$ cat src/design/som_bmu_search_and_update_core_macros.svh
// Assertion macros for the SOM search-and-update block.
// Used by som_bmu_search_and_update_core; no other dependencies.
`ifndef SOM_BMU_SEARCH_AND_UPDATE_CORE_MACROS_SVH
`define SOM_BMU_SEARCH_AND_UPDATE_CORE_MACROS_SVH

// same-cycle implication
`define SOM_ASSERT_IMP(label, clk, rst, ante, cons) \
   label: assert property (@(posedge clk) disable iff (rst) (ante) |-> (cons)) \
      else $error("som_bmu assertion failed");

// next-cycle implication
`define SOM_ASSERT_NXT(label, clk, rst, ante, cons) \
   label: assert property (@(posedge clk) disable iff (rst) (ante) |=> (cons)) \
      else $error("som_bmu assertion failed");

`endif

$ cat src/design/som_bmu_ram.sv
// Generic single-write, single-read RAM with registered read data.
// No dependencies.
module som_bmu_ram #(
   parameter int WIDTH = 16,
   parameter int DEPTH = 192
) (
   input  logic                                   clock,
   input  logic                                   wr_en,
   input  logic [(DEPTH > 1 ? $clog2(DEPTH) : 1)-1:0] wr_addr,
   input  logic [WIDTH-1:0]                       wr_data,
   input  logic [(DEPTH > 1 ? $clog2(DEPTH) : 1)-1:0] rd_addr,
   output logic [WIDTH-1:0]                       rd_data
);
   logic [WIDTH-1:0] mem [DEPTH];
   logic [WIDTH-1:0] rd_data_ff;

   always_ff @(posedge clock) begin
      if (wr_en) begin
         mem[wr_addr] <= wr_data;
      end
      rd_data_ff <= mem[rd_addr];
   end

   assign rd_data = rd_data_ff;
endmodule
$ cat config.mk
export PLATFORM = sky130hd
export DESIGN_NAME = som_bmu_ram
export DESIGN_NICKNAME = d
export VERILOG_FILES = /design/src/design/som_bmu_search_and_update_core_macros.svh /design/src/design/som_bmu_ram.sv
export SDC_FILE = /design/constraint.sdc
export NUM_CORES = 2
export LEC_CHECK = 0
export BUFFER_PORTS_ARGS = -buffer_cell sky130_fd_sc_hd__buf_2
export CAP_MARGIN = 25
export CORE_UTILIZATION = 42
export DETAILED_ROUTE_END_ITERATION = 10
export HOLD_SLACK_MARGIN = 0.12
export PLACE_DENSITY = 0.62
export SKIP_LAST_GASP = 1
export SYNTH_ARGS = -nofsm -noshare
export SYNTH_HDL_FRONTEND = slang
export SYNTH_SLANG_ARGS = --single-unit
$ cat constraint.sdc
create_clock -name clock -period 3.05 [get_ports clock]
set_input_delay 0 -clock clock [delete_from_list [all_inputs] [get_ports clock]]
set_output_delay 0 -clock clock [all_outputs]
set_load 0.03 [all_outputs]
==> flow_summary.toml <==
[detailed_routing]
wire_per_inst_um = 32.7
wl_met3_um = 25700
wl_met2_um = 152000
drt.antenna.violating_nets = 0
vias = 57200
viasPerCell = 5.95
drc = 0
drt_first_pass_iters = 8
wl_met1_um = 125000
totalWireLength_um = 314000
top_layer = "met5"
dr.first_iter.drc_count = 7203

[cts]
cts-resized-gates = 0
clockBufferDepth = 4
cts_root_buffer = "clkbuf_16"
clock_latency_ps = 890
numCtsBuffers = 315
clkTransAtPathRegs_ps = 60
post-cts-setup-buffer-count = 0
h-tree-depth = 5
clkSinkCount = 3088
cts_tree = "yes"

[power]
p_switching_w = 0.0188
total_power_w = 0.0896
pwr-share-comb_pct = 5.2
clockPowerShare_pct = 42.4
seqPwrFrac_pct = 52.3
leakage_nw = 43.3
ir_worst_vdd_mv = 0.495
p_int_w = 0.0708
power_density_nw_per_um2 = 650
netSwitchingFraction_pct = 21.0

[floorplan]
dieArea_um2 = 284000
dieHeight_um = 533
core_um2 = 280000
ios = 50
dieWidth_um = 533
start_util_pct = 42.3
fp-row-count = 194

[synthesis]
synth_edf_count = 3072
synth_ff_type = "edfxtp_1"
synthCells = 4937
ys_async_sr_fraction_pct = 0
netlist_area_um2 = 118000
ys_types = 46
synth-seq-cells = 3088
yosysWarnings = 0
postSynthAreaPerCell_um2 = 24.0
yosysSeqAreaShare_pct = 78.3
synth.net_count = 4971

[critical_path]
r2r_start = "mem[171][6]"
start_kind = "primary input"
r2r_setup_slack_ps = 50
startpoint = "rd_addr[6]"
critPathKind = "in -> reg"
cp-end-kind = "flop"
worstPathRequired_ps = 3850
critical_path_peak_fanout = 11
arrival_ps = 3900

[min_path]
hold_start = "wr_data[3]"
hold_class = "in -> reg"

[cells_and_area]
final_common_cell = "edfxtp_1"
postLayoutCellArea_um2 = 138000
layout_common_cells = "edfxtp_1 (3072), mux4_2 (886), buf_4 (500)"
fillers = 22000
fin_util_pct = 49.3
drive_above_1_share_pct = 35.4
area_growth_pct = 16.5
fin_nets = 5679

[global_routing]
grt_pass1_vias = 57100
grt-ovfl-total = 0
grt_pass1_wl_um = 444000
grt_util_all_layers_pct = 22.1
antenna_found_initial = 19
grt_max_degree = 107

[timing]
max_clock_freq_mhz = 323
setup_viol = 1
post-route-min-period_ps = 3100
report.final.slew_viol_count = 0
fin_ws_ps = -46.5
worst_pin_slew_ps = 1100
grt_setup_unrepaired = "false"
relSlewSlack_pct = 26.4
hold_viol = 0
fin_worst_skew_ps = 58.6
whs_ps = 161
finalCritPeriodShare_pct = 102

[outcome]
outcome = "finished with violations"
violations = "setup timing"

[run]
cap_violations = 0

[placed_design]
dp_slack_ps = -300
place_area_um2 = 127000
dpl.hpwl_um = 193000
port-buffer-count = 49
gp_congestion = 0.883
-- Yosys cell counts (11+ instances only) --
master	number	area [um2]
buf_1	38	143
dfxtp_1	16	320
nand3_1	55	275
o211ai_1	11	82.6
buf_4	38	285
nand4_1	18	113
a22oi_1	43	323
nor2b_1	22	138
mux2i_1	97	971
mux2_2	42	473
edfxtp_1	3072	92200
nand2_1	71	267
buf_2	65	325
buf_6	26	293
clkbuf_1	95	357
mux4_2	886	20000
nor2_1	206	773
and3_1	14	87.6
nand2b_1	12	75.1
-- critical path, cell delays in order --
cell,delay [ps]
dlygate4sd3_1,550
buf_2,210
nor2b_1,170
dlygate4sd3_1,560
buf_4,220
and3_1,310
buf_4,220
a22oi_1,520
nand3_1,210
nor3_1,530
buf_4,220
and3_1,150
-- power groups by stage --
stage	sequential [W]	clock, W	combinational (W)
detailed placement	0.0478	0	0.00467
global route	0.0469	0.0402	0.00488
CTS	0.0469	0.0386	0.00472
global placement	0.0478	0	0.00461
floorplan	0.0478	0	0.00222
finish	0.0469	0.0380	0.00467
-- timing repair --
action,in CTS,in global routing
hold buffers,38,0
endpoints found under the hold margin,3517,0
setup endpoints to repair,0,0
-- kinds of logic after synthesis --
| kind of cell | count (synthesis) | share of synthesized area [%] |
|---|---|---|
| AO/OA/AOI/OAI | 137 | 0.849 |
| buffers and inverters | 266 | 1.20 |
| flip-flops | 3088 | 78.3 |
| multiplexers | 1025 | 18.1 |
| AND/OR/NAND/NOR | 421 | 1.58 |
-- area by class of cell --
type	instances	area, um2	area share, %
flip-flops and latches	3088	92600	67.2
multi-input cells	1583	24600	17.8
clock buffers	410	8590	6.24
repair buffers	653	5850	4.25
well taps	3724	4660	3.38
clock inverters	143	1470	1.07
inverters	4	15.0	0.0109
diodes	4	10.0	0.00727
-- routing by layer --
metal,vias up,GRT usage (%)
met5,-,0
li1,22700,-
met1,31400,30.9
met4,4,7.30
met3,480,3.56
met2,2699,35.5
-- metrics by stage --
stage,instances,TNS (ps)
6_report,9609,-46.5
5_1_grt,9606,0
4_1_cts,9605,0
3_5_place_dp,9014,-883
3_3_place_gp,9014,-954
2_1_floorplan,4937,0
-- state kept, by name (all words and copies together) (netlist names) --
name,flops
rd_data,16
mem,3072
-- worst paths after layout --
check / endpoint / cells past startpoint
worst max-delay path: rd_data[0] / 12
worst min-delay path: mem[186][3] / 2
worst max register to register: rd_data[6] / 7
worst min register to register: rd_data[13] / 4
Note: power is estimated with default switching activity, not from simulation.
